### config.mk
export PLATFORM = sky130hd
export DESIGN_NAME = imu_reply_deframer
export DESIGN_NICKNAME = d
export VERILOG_FILES = /design/src/idr_pkg.sv /design/src/idr_front.sv /design/src/idr_back.sv /design/src/imu_reply_deframer.sv
export SDC_FILE = /design/constraint.sdc
export NUM_CORES = 1
export LEC_CHECK = 0
export BUFFER_PORTS_ARGS = -buffer_cell sky130_fd_sc_hd__buf_4
export CORE_ASPECT_RATIO = 2
export CORE_MARGIN = 8
export CORE_UTILIZATION = 40
export CTS_BUF_LIST = sky130_fd_sc_hd__clkbuf_4 sky130_fd_sc_hd__clkbuf_8
export DETAILED_ROUTE_END_ITERATION = 8
export GPL_ROUTABILITY_DRIVEN = 0
export PLACE_DENSITY = 0.58
export SYNTH_ARGS = -nofsm -noshare
export SYNTH_HDL_FRONTEND = slang
export SYNTH_HIERARCHICAL = 1
export SYNTH_SLANG_ARGS = --single-unit
### constraint.sdc
create_clock -name i_clk -period 3.3 [get_ports i_clk]
set_input_delay 0.33 -clock i_clk [delete_from_list [all_inputs] [get_ports i_clk]]
set_output_delay 0.33 -clock i_clk [all_outputs]
set_load 0.02 [all_outputs]
### src/idr_pkg.sv
// idr_pkg: shared types, constants and opcode helpers for the IMU reply deframer.
// No dependencies; used by idr_front, idr_back, imu_reply_deframer and idr_checker.
`default_nettype none

package idr_pkg;

    // Buffer depth default (top-level parameter BUFFER_BYTES)
    localparam int BUFFER_BYTES_DEF = 32;

    // Intake queue between front and back
    localparam int             QUEUE_DEPTH = 4;
    localparam int             QPW         = 2;
    localparam logic [QPW:0]   QUEUE_FULL  = 3'd4;

    // Opcodes
    localparam logic [7:0] OP_EULER      = 8'hCE;
    localparam logic [7:0] OP_EULER_RATE = 8'hCF;
    localparam logic [7:0] OP_DELTA      = 8'hC3;

    // Frame lengths, zero means not locked
    localparam logic [4:0] LEN_NONE  = 5'd0;
    localparam logic [4:0] LEN_SHORT = 5'd19;
    localparam logic [4:0] LEN_LONG  = 5'd31;
    // Frames at least this long carry words d..f
    localparam logic [4:0] LEN_FULL  = 5'd25;

    // Frame kinds
    localparam logic [1:0] KIND_EULER = 2'd0;
    localparam logic [1:0] KIND_RATE  = 2'd1;
    localparam logic [1:0] KIND_DELTA = 2'd2;

    // Result outcomes
    localparam logic OUTCOME_OK  = 1'b0;
    localparam logic OUTCOME_BAD = 1'b1;

    // Payload words and the last payload byte offset (words at 1,5,..,21)
    localparam int WORDS        = 6;
    localparam int PAYLOAD_LAST = 24;

    typedef enum logic [1:0] {
        ST_IDLE,
        ST_SCAN,
        ST_SUM,
        ST_EMIT
    } t_state;

    // One queued word: the received byte and the frame length it would lock as an opcode
    typedef struct packed {
        logic [7:0] data;
        logic [4:0] len;
    } t_q_entry;

    function automatic logic [4:0] op_len(input logic [7:0] op);
        logic [4:0] len;
        case (op)
            OP_EULER:      len = LEN_SHORT;
            OP_EULER_RATE: len = LEN_LONG;
            OP_DELTA:      len = LEN_LONG;
            default:       len = LEN_NONE;
        endcase
        return len;
    endfunction

    function automatic logic [1:0] op_kind(input logic [7:0] op);
        logic [1:0] kind;
        case (op)
            OP_EULER:      kind = KIND_EULER;
            OP_EULER_RATE: kind = KIND_RATE;
            default:       kind = KIND_DELTA;
        endcase
        return kind;
    endfunction

endpackage

`default_nettype wire

### src/idr_front.sv
// idr_front: input word intake, opcode classification and a small queue.
// Depends on idr_pkg.
`default_nettype none

module idr_front (
    input  wire logic               i_clk,
    input  wire logic               i_rst_n,
    input  wire logic               i_in_valid,
    output logic                    o_in_stall,
    input  wire logic [7:0]         i_rx_byte,
    output logic                    o_q_valid,
    output idr_pkg::t_q_entry       o_q_entry,
    input  wire logic               i_q_pop
);

    idr_pkg::t_q_entry              r_q [idr_pkg::QUEUE_DEPTH];
    logic [idr_pkg::QPW-1:0]        r_wptr;
    logic [idr_pkg::QPW-1:0]        r_rptr;
    logic [idr_pkg::QPW:0]          r_count;
    logic                           push;
    logic                           pop;
    idr_pkg::t_q_entry              entry;

    assign o_in_stall = (r_count == idr_pkg::QUEUE_FULL);
    assign push       = i_in_valid && !o_in_stall;
    assign o_q_valid  = (r_count != '0);
    assign pop        = i_q_pop && o_q_valid;
    assign o_q_entry  = r_q[r_rptr];

    always_comb begin
        entry.data = i_rx_byte;
        entry.len  = idr_pkg::op_len(i_rx_byte);
    end

    always_ff @(posedge i_clk) begin
        if (push) begin
            r_q[r_wptr] <= entry;
        end
    end

    always_ff @(posedge i_clk) begin
        if (!i_rst_n) begin
            r_wptr  <= '0;
            r_rptr  <= '0;
            r_count <= '0;
        end else begin
            if (push) begin
                r_wptr <= r_wptr + 1'b1;
            end
            if (pop) begin
                r_rptr <= r_rptr + 1'b1;
            end
            case ({push, pop})
                2'b10:   r_count <= r_count + 1'b1;
                2'b01:   r_count <= r_count - 1'b1;
                default: r_count <= r_count;
            endcase
        end
    end

endmodule

`default_nettype wire

### src/idr_back.sv
// idr_back: byte ring buffer, resync scan, checksum pass and result register.
// Depends on idr_pkg; fed by idr_front through its queue.
`default_nettype none

module idr_back #(
    parameter int BUFFER_BYTES = idr_pkg::BUFFER_BYTES_DEF
) (
    input  wire logic               i_clk,
    input  wire logic               i_rst_n,
    input  wire logic               i_q_valid,
    input  wire idr_pkg::t_q_entry  i_q_entry,
    output logic                    o_q_pop,
    output logic                    o_out_valid,
    input  wire logic               i_out_stall,
    output logic                    o_outcome,
    output logic [1:0]              o_frame_kind,
    output logic [31:0]             o_word_a,
    output logic [31:0]             o_word_b,
    output logic [31:0]             o_word_c,
    output logic [31:0]             o_word_d,
    output logic [31:0]             o_word_e,
    output logic [31:0]             o_word_f
);

    localparam int PW = $clog2(BUFFER_BYTES);
    localparam int CW = $clog2(BUFFER_BYTES + 1);
    localparam int SW = CW + 1;
    localparam logic [CW-1:0] FILL_FULL = CW'(BUFFER_BYTES);

    // ring add, a below depth and b at most depth
    function automatic logic [PW-1:0] wrap_add(input logic [PW-1:0] a,
                                               input logic [CW-1:0] b);
        logic [SW-1:0] s;
        s = SW'(a) + SW'(b);
        if (s >= SW'(BUFFER_BYTES)) begin
            s = s - SW'(BUFFER_BYTES);
        end
        return s[PW-1:0];
    endfunction

    logic [7:0]             mem [BUFFER_BYTES];

    idr_pkg::t_state        r_state, n_state;
    logic [PW-1:0]          r_head, n_head;
    logic [CW-1:0]          r_fill, n_fill;
    logic [4:0]             r_len, n_len;
    logic [CW-1:0]          r_iss, n_iss;
    logic [PW-1:0]          r_rptr, n_rptr;
    logic [15:0]            r_sum, n_sum;
    logic [15:0]            r_trail, n_trail;
    logic [1:0]             r_kind, n_kind;
    logic                   r_dvld;
    logic [CW-1:0]          r_didx;
    logic [PW-1:0]          r_daddr;
    logic [7:0]             r_rdata;
    logic [31:0]            r_word [idr_pkg::WORDS];

    logic                   r_out_vld;
    logic                   r_outcome;
    logic [1:0]             r_out_kind;
    logic [31:0]            r_out_word [idr_pkg::WORDS];

    logic                   mem_we;
    logic [PW-1:0]          mem_waddr;
    logic [7:0]             mem_wdata;
    logic                   rd_en;

    logic                   locked;
    logic                   full;
    logic [CW-1:0]          fill_app;
    logic [CW-1:0]          len_cw;
    logic                   hit;
    logic                   last_scan;
    logic                   sum_last;
    logic                   match;
    logic                   out_free;
    logic                   emit_go;
    logic                   wide_frame;
    logic                   word_we;
    logic [CW-1:0]          k1;
    logic [2:0]             widx;
    logic [1:0]             lane;

    assign locked    = (r_len != idr_pkg::LEN_NONE);
    assign full      = (r_fill == FILL_FULL);
    assign fill_app  = full ? r_fill : r_fill + CW'(1);
    assign len_cw    = CW'(r_len);
    assign hit       = r_dvld && (idr_pkg::op_len(r_rdata) != idr_pkg::LEN_NONE);
    assign last_scan = r_dvld && (r_didx == r_fill - CW'(1));
    assign sum_last  = r_dvld && (r_didx == len_cw - CW'(1));
    assign match     = (r_sum == r_trail);
    assign out_free  = !r_out_vld || !i_out_stall;
    assign emit_go   = (r_state == idr_pkg::ST_EMIT) && out_free;
    assign o_q_pop   = (r_state == idr_pkg::ST_IDLE) && i_q_valid;
    assign wide_frame = (r_kind != idr_pkg::KIND_EULER) && (r_len >= idr_pkg::LEN_FULL);

    // next state
    always_comb begin
        n_state = r_state;
        case (r_state)
            idr_pkg::ST_IDLE: begin
                if (i_q_valid) begin
                    if (!locked) begin
                        if (r_fill != '0) begin
                            n_state = idr_pkg::ST_SCAN;
                        end
                    end else if (fill_app >= len_cw) begin
                        n_state = idr_pkg::ST_SUM;
                    end
                end
            end
            idr_pkg::ST_SCAN: begin
                if (hit || last_scan) begin
                    n_state = idr_pkg::ST_IDLE;
                end
            end
            idr_pkg::ST_SUM: begin
                if (sum_last) begin
                    n_state = idr_pkg::ST_EMIT;
                end
            end
            idr_pkg::ST_EMIT: begin
                if (out_free) begin
                    n_state = idr_pkg::ST_IDLE;
                end
            end
            default: n_state = idr_pkg::ST_IDLE;
        endcase
    end

    // datapath control
    always_comb begin
        n_head    = r_head;
        n_fill    = r_fill;
        n_len     = r_len;
        n_iss     = r_iss;
        n_rptr    = r_rptr;
        n_sum     = r_sum;
        n_trail   = r_trail;
        n_kind    = r_kind;
        mem_we    = 1'b0;
        mem_waddr = wrap_add(r_head, r_fill);
        mem_wdata = i_q_entry.data;
        rd_en     = 1'b0;
        case (r_state)
            idr_pkg::ST_IDLE: begin
                if (i_q_valid) begin
                    mem_we = !full;
                    n_fill = fill_app;
                    n_iss  = '0;
                    n_rptr = r_head;
                    n_sum  = '0;
                    if (!locked && r_fill == '0) begin
                        // empty buffer: the new byte is classified in the front
                        if (i_q_entry.len != idr_pkg::LEN_NONE) begin
                            n_len = i_q_entry.len;
                        end else begin
                            n_fill = '0;
                        end
                    end
                end
            end
            idr_pkg::ST_SCAN: begin
                if (hit) begin
                    n_len  = idr_pkg::op_len(r_rdata);
                    n_head = r_daddr;
                    n_fill = r_fill - r_didx;
                end else if (last_scan) begin
                    n_fill = '0;
                end else if (r_iss < r_fill) begin
                    rd_en  = 1'b1;
                    n_iss  = r_iss + CW'(1);
                    n_rptr = wrap_add(r_rptr, CW'(1));
                end
            end
            idr_pkg::ST_SUM: begin
                if (r_iss < len_cw) begin
                    rd_en  = 1'b1;
                    n_iss  = r_iss + CW'(1);
                    n_rptr = wrap_add(r_rptr, CW'(1));
                end
                if (r_dvld) begin
                    if (r_didx == '0) begin
                        n_kind = idr_pkg::op_kind(r_rdata);
                    end
                    if (r_didx < len_cw - CW'(2)) begin
                        n_sum = r_sum + 16'(r_rdata);
                    end
                    if (r_didx == len_cw - CW'(2)) begin
                        n_trail[15:8] = r_rdata;
                    end
                    if (r_didx == len_cw - CW'(1)) begin
                        n_trail[7:0] = r_rdata;
                    end
                end
            end
            idr_pkg::ST_EMIT: begin
                if (out_free) begin
                    n_len = idr_pkg::LEN_NONE;
                    if (match) begin
                        n_head = wrap_add(r_head, len_cw);
                        n_fill = r_fill - len_cw;
                    end else begin
                        // zero the opcode so the next scan skips it
                        mem_we    = 1'b1;
                        mem_waddr = r_head;
                        mem_wdata = '0;
                    end
                end
            end
            default: begin
                n_len = idr_pkg::LEN_NONE;
            end
        endcase
    end

    always_ff @(posedge i_clk) begin
        if (!i_rst_n) begin
            r_state <= idr_pkg::ST_IDLE;
            r_head  <= '0;
            r_fill  <= '0;
            r_len   <= idr_pkg::LEN_NONE;
            r_iss   <= '0;
            r_rptr  <= '0;
            r_dvld  <= 1'b0;
        end else begin
            r_state <= n_state;
            r_head  <= n_head;
            r_fill  <= n_fill;
            r_len   <= n_len;
            r_iss   <= n_iss;
            r_rptr  <= n_rptr;
            r_dvld  <= rd_en;
        end
    end

    always_ff @(posedge i_clk) begin
        r_sum   <= n_sum;
        r_trail <= n_trail;
        r_kind  <= n_kind;
        if (rd_en) begin
            r_didx  <= r_iss;
            r_daddr <= r_rptr;
        end
    end

    // buffer memory, registered read
    always_ff @(posedge i_clk) begin
        if (mem_we) begin
            mem[mem_waddr] <= mem_wdata;
        end
        if (rd_en) begin
            r_rdata <= mem[r_rptr];
        end
    end

    // payload bytes 1..24 land in big-endian word lanes
    assign k1      = r_didx - CW'(1);
    assign widx    = k1[4:2];
    assign lane    = 2'd3 - k1[1:0];
    assign word_we = (r_state == idr_pkg::ST_SUM) && r_dvld && (r_didx != '0) &&
                     (r_didx <= CW'(idr_pkg::PAYLOAD_LAST));

    always_ff @(posedge i_clk) begin
        if (word_we) begin
            r_word[widx][{lane, 3'b000} +: 8] <= r_rdata;
        end
    end

    // result register
    always_ff @(posedge i_clk) begin
        if (!i_rst_n) begin
            r_out_vld <= 1'b0;
        end else if (emit_go) begin
            r_out_vld <= 1'b1;
        end else if (!i_out_stall) begin
            r_out_vld <= 1'b0;
        end
    end

    always_ff @(posedge i_clk) begin
        if (emit_go) begin
            r_outcome  <= match ? idr_pkg::OUTCOME_OK : idr_pkg::OUTCOME_BAD;
            r_out_kind <= r_kind;
            if (match) begin
                r_out_word[0] <= r_word[0];
                r_out_word[1] <= r_word[1];
                r_out_word[2] <= r_word[2] ^ {(r_kind != idr_pkg::KIND_DELTA), 31'b0};
                r_out_word[3] <= wide_frame ? r_word[3] : '0;
                r_out_word[4] <= wide_frame ? r_word[4] : '0;
                r_out_word[5] <= wide_frame ? r_word[5] : '0;
            end else begin
                r_out_word[0] <= '0;
                r_out_word[1] <= '0;
                r_out_word[2] <= '0;
                r_out_word[3] <= '0;
                r_out_word[4] <= '0;
                r_out_word[5] <= '0;
            end
        end
    end

    assign o_out_valid  = r_out_vld;
    assign o_outcome    = r_outcome;
    assign o_frame_kind = r_out_kind;
    assign o_word_a     = r_out_word[0];
    assign o_word_b     = r_out_word[1];
    assign o_word_c     = r_out_word[2];
    assign o_word_d     = r_out_word[3];
    assign o_word_e     = r_out_word[4];
    assign o_word_f     = r_out_word[5];

endmodule

`default_nettype wire

### src/imu_reply_deframer.sv
// imu_reply_deframer: with the back end idle, o_out_valid rises after the word that completes a
// frame (L = 19 or 31 bytes) is taken, once the checksum pass has run and the result register is
// loaded. A word holds the back end for a plain append, a checksum pass over the L frame bytes,
// or a resync scan over the fill after the append, reading through the buffer's single read port.
// Reset (synchronous, active low) empties queue and buffer and drops any lock;
// the buffer contents themselves are not cleared, no clearing pass is needed.
`default_nettype none

module imu_reply_deframer #(
    parameter int BUFFER_BYTES = idr_pkg::BUFFER_BYTES_DEF
) (
    input  wire logic           i_clk,
    input  wire logic           i_rst_n,
    // input channel: one received serial byte per word
    input  wire logic           i_in_valid,
    output logic                o_in_stall,
    input  wire logic [7:0]     i_rx_byte,
    // result channel
    output logic                o_out_valid,
    input  wire logic           i_out_stall,
    output logic                o_outcome,
    output logic [1:0]          o_frame_kind,
    output logic [31:0]         o_word_a,
    output logic [31:0]         o_word_b,
    output logic [31:0]         o_word_c,
    output logic [31:0]         o_word_d,
    output logic [31:0]         o_word_e,
    output logic [31:0]         o_word_f
);

    // Front: takes words into a 4-deep queue and tags each with the frame
    // length its byte would lock if it were an opcode. It keeps taking words
    // while the back end scans or checks, so the serial side rarely stalls.
    //
    // Back: a ring buffer of BUFFER_BYTES bytes with a head pointer and fill
    // count, so dropping bytes from the front is just a pointer move.
    //   - unlocked: scan from head one byte a cycle for an opcode
    //   - locked, enough bytes: one pass over the frame summing all but the
    //     trailer, catching the trailer and the payload words
    //   - result: loaded into an output register that is held under stall
    // A checksum mismatch zeroes the opcode byte so the next scan moves past it.

    logic                   q_valid;
    idr_pkg::t_q_entry      q_entry;
    logic                   q_pop;

    idr_front u_front (
        .i_clk      (i_clk),
        .i_rst_n    (i_rst_n),
        .i_in_valid (i_in_valid),
        .o_in_stall (o_in_stall),
        .i_rx_byte  (i_rx_byte),
        .o_q_valid  (q_valid),
        .o_q_entry  (q_entry),
        .i_q_pop    (q_pop)
    );

    idr_back #(
        .BUFFER_BYTES (BUFFER_BYTES)
    ) u_back (
        .i_clk        (i_clk),
        .i_rst_n      (i_rst_n),
        .i_q_valid    (q_valid),
        .i_q_entry    (q_entry),
        .o_q_pop      (q_pop),
        .o_out_valid  (o_out_valid),
        .i_out_stall  (i_out_stall),
        .o_outcome    (o_outcome),
        .o_frame_kind (o_frame_kind),
        .o_word_a     (o_word_a),
        .o_word_b     (o_word_b),
        .o_word_c     (o_word_c),
        .o_word_d     (o_word_d),
        .o_word_e     (o_word_e),
        .o_word_f     (o_word_f)
    );

endmodule

`default_nettype wire

# --- Word-level counts from Yosys, hierarchy flattened ---
# Memory sizes are Yosys's and may differ from the RTL's. A register that Yosys moved wholly into a read port is not among the register bits.
# Cells that the tools add are included.
word_totals:
  ff_bits: 86
  latchBits: 0
  ram_bits: 692
  romBits: 0
  inputBits: 12
  output_inout_bits: 197
  elab_cells: 232
  mem_count: 4
memory_table:
  columns: ["name", "words", "width", "read_ports", "rd_clocked_by_memory_dff", "wr", "line", "rtl"]
  rows:
  - ["u_back.mem", 32, 8, 1, 1, 1, "idr_back.sv:41", "logic [7:0] mem [BUFFER_BYTES];"]
  - ["u_back.r_out_word", 6, 32, 6, 0, 6, "idr_back.sv:61", "logic [31:0] r_out_word [idr_pkg::WORDS];"]
  - ["u_back.r_word", 6, 32, 6, 0, 1, "idr_back.sv:56", "logic [31:0] r_word [idr_pkg::WORDS];"]
  - ["u_front.r_q", 4, 13, 1, 1, 1, "idr_front.sv:16", "idr_pkg::t_q_entry r_q [idr_pkg::QUEUE_DEPTH];"]
classes:
  add_sub_neg: 21
  multipliers: 0
  div: 0
  order_cmp: 9
  n_eq_ne: 36
  n_shift: 2
  mux: 89
  bitwise_logic: 7
  n_reduce_logical: 45
op_table:
  columns: ["operator", "n"]
  rows:
  - ["$mux W32", 10]
  - ["$mux W5", 19]
  - ["$mux W6", 13]
  - ["$eq A8 B8 Y1 const B", 6]
  - ["$mux W16", 3]
  - ["$pmux W6 S3", 2]
  - ["$pmux W16 S2", 1]
  - ["$shift A8 B7 Y32 const A", 1]
  - ["$shiftx A8 B7 Y32", 1]
  - ["$xor A32 B32 Y32", 1]
  - ["$pmux W5 S2", 3]
  - ["$pmux W5 S3", 2]
  - ["$mux W8", 3]
  - ["$ne A2 B1 Y1 const B", 11]
  - ["$sub A5 B1 Y5 const B", 4]
  - ["$mux W1", 19]
  - ["$eq A6 B6 Y1", 3]
  - ["$mux W2", 9]
  - ["$reduce_and A6 Y1", 3]
  - ["$add A16 B8 Y16", 1]
  - ["$eq A16 B16 Y1", 1]
  - ["$reduce_bool A5 Y1", 3]
  - ["$add A6 B1 Y6 const B", 2]
  - ["$ge A6 B6 Y1 const B", 2]
  - ["other kinds (44)", 86]

# --- Logic depth before layout (Yosys ltp) ---
# Gate-level depths: netlist of the first run.
logic_depth:
  ltp_word: 8
  ltp_mapped: 12
  mapped_depth_nobuf: 12

# --- Hierarchy ---
# Netlist of the first run, hierarchy kept.
by_module_without_submodules:
  columns: ["mod", "instances", "cells_per_inst", "area_each_um2", "seq_area_each_um2"]
  rows:
  - ["idr_back", 1, 1972, 28723.8, 19919.1]
  - ["idr_front", 1, 116, 2014.4, 1381.3]

# --- Least setup slack after synthesis of the first run ---
# OpenSTA, ideal clock, no wires.
synth_path:
  path_kind: "reg2reg"
  from: "register u_back.r_len[1]"
  to: "register u_back.r_sum[0] (enable)"
  setup_ps: 394
  arrival_time_ps: 2600
  t_required_ps: 2906
  path_slack_ps: 305
  stages_incl_launch_ff: 10
  path_buffers: 0
  synth_period_minus_slack_ps: 2995
  cell_sequence: "dfxtp_1 -> inv_1 -> ha_1 -> ha_1 -> o21a_1 -> o21a_1 -> o21a_1 -> o21ai_0 -> a31oi_1 -> a21oi_1"
synth_via:
  elab_chain_len: 4
synth_lines:
  columns: ["item", "line", "rtl"]
  rows:
  - ["from (decl)", "idr_back.sv:46", "logic [4:0] r_len, n_len;"]
  - ["from (signal assigned)", "idr_back.sv:222", "r_len <= idr_pkg::LEN_NONE;"]
  - ["from (signal assigned)", "idr_back.sv:230", "r_len <= n_len;"]
  - ["$sub A5 B2 Y6", "idr_back.sv:186", "if (r_didx < len_cw - CW'(2)) begin"]
  - ["$lt A6 B6 Y1", "idr_back.sv:186", null]
  - ["$ne A2 B1 Y1 (no line)", null, null]
  - ["$reduce_and A4 Y1 (no line)", null, null]
  - ["to (signal assigned)", "idr_back.sv:238", "r_sum <= n_sum;"]
  - ["to (decl)", "idr_back.sv:49", "logic [15:0] r_sum, n_sum;"]
# Every way passes these cells.
# A chain may end at the register's enable or synchronous reset.

# --- Final worst setup path of the first run ---
layout_path:
  from: "register u_back.r_fill[0]"
  to: "register u_back.r_rdata[2], read port of u_back.mem (enable)"
layout_via:
  elab_chain_len: 6
  elab_cells_between_ends: 8
  classes_between: "1 x add/sub; 1 x order compare; 1 x eq/ne; 4 x mux; 1 x reduce/logical"
layout_lines:
  columns: ["item", "line", "rtl"]
  rows:
  - ["from (decl)", "idr_back.sv:45", "logic [CW-1:0] r_fill, n_fill;"]
  - ["from (signal assigned)", "idr_back.sv:229", "r_fill <= n_fill;"]
  - ["$sub A6 B1 Y6", "idr_back.sv:89", "assign last_scan = r_dvld && (r_didx == r_fill - CW'(1));"]
  - ["$eq A6 B6 Y1", "idr_back.sv:89", null]
  - ["$logic_and A1 B1 Y1", "idr_back.sv:89", null]
  - ["$mux W1 *", "idr_back.sv:168", "end else if (last_scan) begin"]
  - ["$mux W1 *", "idr_back.sv:164", "if (hit) begin"]
  - ["$pmux W1 S2 *", "idr_back.sv:145", "case (r_state)"]
  - ["net u_back.rd_en", "idr_back.sv:66", "logic rd_en;"]
  - ["to (decl)", "idr_back.sv:55", "logic [7:0] r_rdata;"]
# The timed path passes the listed nets; every way through them passes the cells marked *.

==> results of run 1 <==
## report_power, final
part	total, mW	internal (mW)	switching, mW
Sequential	11.9	11.4	0.451
Combinational	6.25	2.61	3.63
Clock	7.82	4.16	3.66
## through the flow
stage	total power, mW	cell area [um^2]	setup slack, ns	std cells
floorplan	16.1	30700	0.305	2088
global placement	18.3	34100	0.0249	3345
detailed placement	18.3	34100	0.00508	3345
CTS	26.2	36500	0.258	3560
global route	27.2	36500	0.0207	3561
finish	25.9	36500	0.280	3561
## kinds of logic after synthesis
family	after synthesis	synth area share
AO/OA/AOI/OAI	348	0.0772
flip-flops	776	0.693
buffers and inverters	151	0.0226
AND/OR/NAND/NOR	566	0.0845
adder cells (fa/ha/maj)	76	0.0324
XOR/XNOR	64	0.0185
multiplexers	107	0.0718
## metal layers
layer / part of all wire / track usage / up-vias
met5: 0 / 0 / -
met4: 0.022 / 0.0553 / 0
met3: 0.067 / 0.0400 / 107
met2: 0.47 / 0.281 / 607
met1: 0.44 / 0.244 / 9132
li1: - / - / 8520
## timing repair
item                                    in CTS  in global routing
resized for setup                            1                  0
endpoints found under the setup margin       7                  0
hold buffers                                11                  0
hold endpoints to repair                    61                  0
## state kept, by name (all words and copies together) (netlist names), 3 cells and up, named ones only
| name | flops |
|---|---|
| u_back/r_daddr | 5 |
| u_back/r_word | 192 |
| u_back/r_len | 5 |
| u_front/r_q | 40 |
| u_back/r_rptr | 5 |
| u_back/r_iss | 6 |
| u_back/r_fill | 6 |
| u_back/r_out_word | 192 |
| u_back/r_trail | 16 |
| u_back/mem | 256 |
| u_back/r_sum | 16 |
| u_front/r_count | 3 |
| u_back/r_head | 5 |
| u_back/r_rdata | 8 |
| u_back/r_didx | 6 |
## final cells by class
type | count | area, um^2 | share of cell area
clock inverter | 50 | 394 | 0.0108
clock buffer | 154 | 1910 | 0.0524
multi-input combinational | 1161 | 8760 | 0.240
antenna | 1 | 2.50 | 0.0000685
sequential | 776 | 21300 | 0.583
tap | 1022 | 1280 | 0.0350
timing repair buffer | 347 | 2700 | 0.0738
inverter | 50 | 189 | 0.00517
## cells in the mapped netlist (all sizes together) (3+ instances only)
cell,instances
o41ai,3
o21ai,143
dfxtp,200
nand2,258
a22o,65
nand2b,18
nand3,20
clkinv,3
o21bai,3
xnor2,35
nor3b,3
a211oi,20
and3,6
and2,61
o21a,7
nor2b,21
ha,70
a22oi,3
inv,47
a31oi,8
nor3,17
a311oi,4
clkbuf,64
nor2,128
nand4,6
o211ai,9
a2bb2oi,3
nand3b,4
nor4,7
a21oi,37
buf,37
xor2,29
edfxtp,576
a21o,10
fa,6
or2,4
or3,5
o31ai,7
mux2,9
mux2i,8
mux4,90
nor4b,4
o22ai,3
## how the worst max path moves through the flow
stage | from | to | slack (ns) | cells after the start
2_1_floorplan | u_back/r_len[1] | u_back/r_sum[0] | 0.31 | 9
3_3_place_gp | u_back/r_head[0] | u_back/mem[4][4] | 0.02 | 10
3_5_place_dp | u_back/r_head[0] | u_back/mem[5][2] | 0.005 | 10
4_1_cts | u_back/r_sum[4] | u_back/mem[28][2] | 0.26 | 9
5_1_grt | u_back/r_fill[0] | u_back/r_rdata[2] | 0.02 | 9
6_report | u_back/r_fill[0] | u_back/r_rdata[2] | 0.28 | 9
## worst max-delay path, stage by stage, from the launching register on
cell	delay [ns]
dfxtp_1	0.38
buf_4	0.17
inv_1	0.12
ha_1	0.28
xnor2_1	0.23
nor3_1	0.08
a31oi_2	0.20
a211oi_4	0.09
o31ai_1	0.27
and2_1	0.79
==> flow_summary.yaml, run 1 <==
run_status:
  outcome: "complete, no violations"
die:
  die_area_um2: 86500
  start_util: 0.401
  num_rows: 144
  die_y_um: 408
  ios: 209
  die_w_um: 212
  coreArea_um2: 76600
timing:
  tightest_slew_ns: 0.936
  fin_crit_sh: 0.915
  fin_setup_tns_ns: 0
  period_minus_slack_ns: 3.02
  maxSlewHeadroom: 0.369
  final_hold_viol_count: 0
  rsz0062_at_grt: "no"
  setup_viol: 0
  hold_ws_ns: 0.352
  fmax_ghz: 0.331
  clock_skew_ns: 0.0362
  drv_slew: 0
drt:
  remaining_drc_errors: 0
  detail_route.iter0.violations: 1229
  viasPerCell: 5.16
  vias: 18366
  routedWlPerCell_um: 21.8
  ant_nets: 0
  wirelength_um: 77500
  dr.pass1.iters: 6
critical_path:
  rrSetupSlack_ns: 0.28
  cp.required_ns: 3.66
  r2r_end: "u_back/r_rdata[2]"
  crit_fanout: 19
  crit_arrival_ns: 3.38
  ff2ff_path_depth: 9
  worstSetupEndpointType: "register"
  worst_setup_path_start_kind: "register"
  r2r-start: "u_back/r_fill[0]"
  crit_type: "reg2reg"
worst_hold_path:
  worstHoldPathCells: 2
  holdPathEnd: "u_front/r_q[2][6]"
  timing.hold.worst.start: "i_rx_byte[1]"
  hp-class: "in2reg"
synth:
  yosys_warnings: 6
  syn_nets: 2176
  ys_ff_latch: 776
  synth_async_sr_flop_share: 0
  seq_area_frac_synth: 0.693
  synth_top_area_cell: "edfxtp_1"
  syn_area_per_cell_um2: 14.7
  synthCells: 2088
  synth.top_cell.area_share: 0.563
  synth_edf_count: 576
  synthesis.area_um2: 30700
  synth_top_flop_cell: "edfxtp_1"
  ys_types: 84
  synthTopCellsByArea: "edfxtp_1, dfxtp_1, mux4_2, nand2_1, ha_1"
final_layout:
  areaGrowthSynthToFinish_pct: 18.9
  drive_gt1_frac: 0.271
  layout_common_cells: "edfxtp_1, buf_4, nand2_1"
  fillerInstances: 6758
  layout_commonest_cell: "edfxtp_1"
  fin_nets: 2532
  fin_util: 0.477
pwr:
  p_leak_nw: 12.9
  powerDensity_nw_per_um2: 709
  peakVddDrop_mv: 0.593
place:
  port-buffer-count: 208
  hpwl_um: 51500
cts:
  clk_pin_slew_worst_paths_ns: 0.06
  cts_root_buffer: "clkbuf_8"
  clk_path_buf_depth: 3
  cts_buffers: 108
  clkSinkCount: 776
  cts_tree: "built"
  clock_latency_ns: 0.75
  cts_setup_buffers: 0
  htreeDepth: 3
flow_run:
  maxCapViolCount: 0
grt:
  overflow: 0
  grt_max_degree: 164
  grt_pass1_wl_um: 118000
  grt_pass1_vias: 18484
  grt_antenna_before_repair: 1
  track_usage: 0.179
(Power assumes the default switching activity.)
==> inputs of run 2 (changes only) <==
--- a/config.mk
+++ b/config.mk
@@ -9,7 +9,6 @@
 export CORE_ASPECT_RATIO = 2
 export CORE_MARGIN = 8
 export CORE_UTILIZATION = 40
-export CTS_BUF_LIST = sky130_fd_sc_hd__clkbuf_4 sky130_fd_sc_hd__clkbuf_8
 export DETAILED_ROUTE_END_ITERATION = 8
 export GPL_ROUTABILITY_DRIVEN = 0
 export PLACE_DENSITY = 0.58
==> constraint.sdc (replaced) <==
create_clock -name i_clk -period 3.1 [get_ports i_clk]
set_input_delay 0.31 -clock i_clk [delete_from_list [all_inputs] [get_ports i_clk]]
set_output_delay 0.31 -clock i_clk [all_outputs]
set_load 0.02 [all_outputs]
==> flow_summary.yaml, run 2 (synthesis gave the netlist of run 1 again) <==
run_status:
  outcome: "complete, no violations"
final_layout:
  fin_nets: 2514
  stdcell_area_um2: 36900
  drive_gt1_frac: 0.262
  antenna_cells: 0
  layout_commonest_cell: "edfxtp_1"
  regMostFlops: "u_back/mem"
  top_regs: "u_back/mem (256), u_back/r_out_word (192), u_back/r_word (192)"
  areaGrowthSynthToFinish_pct: 20.0
  fin_cells: 3507
  layout_common_cells: "edfxtp_1, buf_4, nand2_1"
  largest_reg_flops: 256
critical_path:
  crit_arrival_ns: 3.29
  crit_fanout: 8
  crit_type: "reg2reg"
  worstSetupEndpointType: "register"
  cp.required_ns: 3.37
  worst_setup_path_start_kind: "register"
grt:
  overflow: 0
  track_usage: 0.177
  grt_pass1_vias: 18176
  grt_pass1_wl_um: 116000
  grt_antenna_before_repair: 1
  grt_max_degree: 164
cts:
  clk_pin_slew_worst_paths_ns: 0.06
  clkSinkCount: 776
  clock_latency_ns: 0.62
  cts_tree: "built"
  cts_root_buffer: "clkbuf_16"
  htreeDepth: 3
  cts_buffers: 71
  clk_path_buf_depth: 3
drt:
  dr.pass1.iters: 5
  remaining_drc_errors: 0
  vias: 18289
  wirelength_um: 77200
  detail_route.iter0.violations: 1397
  viasPerCell: 5.21
  ant_nets: 0
  routedWlPerCell_um: 22.0
timing:
  tightest_slew_ns: 0.950
  fin_crit_sh: 0.976
  fmax_ghz: 0.330
  period_minus_slack_ns: 3.03
  final.setup.worst_slack_ns: 0.0734
  final_hold_viol_count: 0
  rsz0062_at_grt: "yes"
  drv_slew: 0
  clock_skew_ns: 0.0228
  hold_ws_ns: 0.0521
  setup_viol: 0
  maxSlewHeadroom: 0.366
place:
  port-buffer-count: 208
  dpl-instance-area_um2: 34300
  dp_worst_setup_slack_ns: -0.198
  dp.cells: 3366
  hpwl_um: 51800
die:
  start_util: 0.401
  die_y_um: 408
  ios: 209
  num_rows: 144
  die_area_um2: 86500
  die_w_um: 212
  coreArea_um2: 76600
flow_run:
  maxCapViolCount: 0
pwr:
  peakVddDrop_mv: 0.458
  powerDensity_nw_per_um2: 773
  p_leak_nw: 12.9
  total_power_mw: 28.5
worst_hold_path:
  hp-class: "in2reg"
run 2: area by class of cell:
class	count	area, um^2
fill	6670	39700
sequential	776	21300
multi-input combinational	1161	8860
timing repair buffer	366	2870
clock buffer	93	1940
tap	1022	1280
clock inverter	39	430
inverter	50	189
run 2: report_power, final:
part | total (mW) | switching [mW] | internal (mW)
clock | 8.96 | 3.90 | 5.06
combinational | 6.97 | 4.03 | 2.94
sequential | 12.6 | 0.440 | 12.1
total | 28.5 | 8.37 | 20.1
run 2: routing by layer:
metal / vias up / track usage / routed length [um] / share of wire
li1: 8459 / - / - / -
met5: - / 0 / 0 / 0
met1: 9099 / 0.247 / 34100 / 0.44
met4: 0 / 0.0560 / 1880 / 0.024
met2: 611 / 0.275 / 35900 / 0.46
met3: 120 / 0.0341 / 5420 / 0.070
run 2: metrics by stage:
step | setup TNS [ns] | util
finish | 0 | 0.482
global placement | -14.35 | 0.448
floorplan | 0 | -
CTS | -4.74 | 0.480
global route | -0.674 | 0.482
detailed placement | -16.99 | 0.448
run 2: worst max-delay path, cell delays in order, from the launching register on:
cell and delay, ns:
edfxtp_1 0.40, xor2_1 0.18, nor4_2 0.34, buf_4 0.16, and4_1 0.25, inv_2 0.06
nand2_2 0.16, mux2i_1 0.24, buf_4 0.17, nand2_1 0.23, nor2_2 0.46
run 2: timing repair:
action                     in CTS  in global routing
setup endpoints to repair     184                238
gates resized for setup         9                 22
pin swaps                       0                  0
buffers inserted                0                  1
hold buffers                    8                  0
hold endpoints to repair       32                  0
run 2: path summary, 6_finish.rpt:
| kind | slack (ns) | end | from | cells past startpoint |
|---|---|---|---|---|
| min | 0.05 | u_back/o_out_valid | i_out_stall | 3 |
| max reg2reg | 0.07 | u_back/mem[22][1] | u_back/r_sum[5] | 10 |
| max | 0.07 | u_back/mem[22][1] | u_back/r_sum[5] | 10 |
| min reg2reg | 0.45 | u_back/r_out_word[3][19] | u_back/r_word[3][19] | 1 |
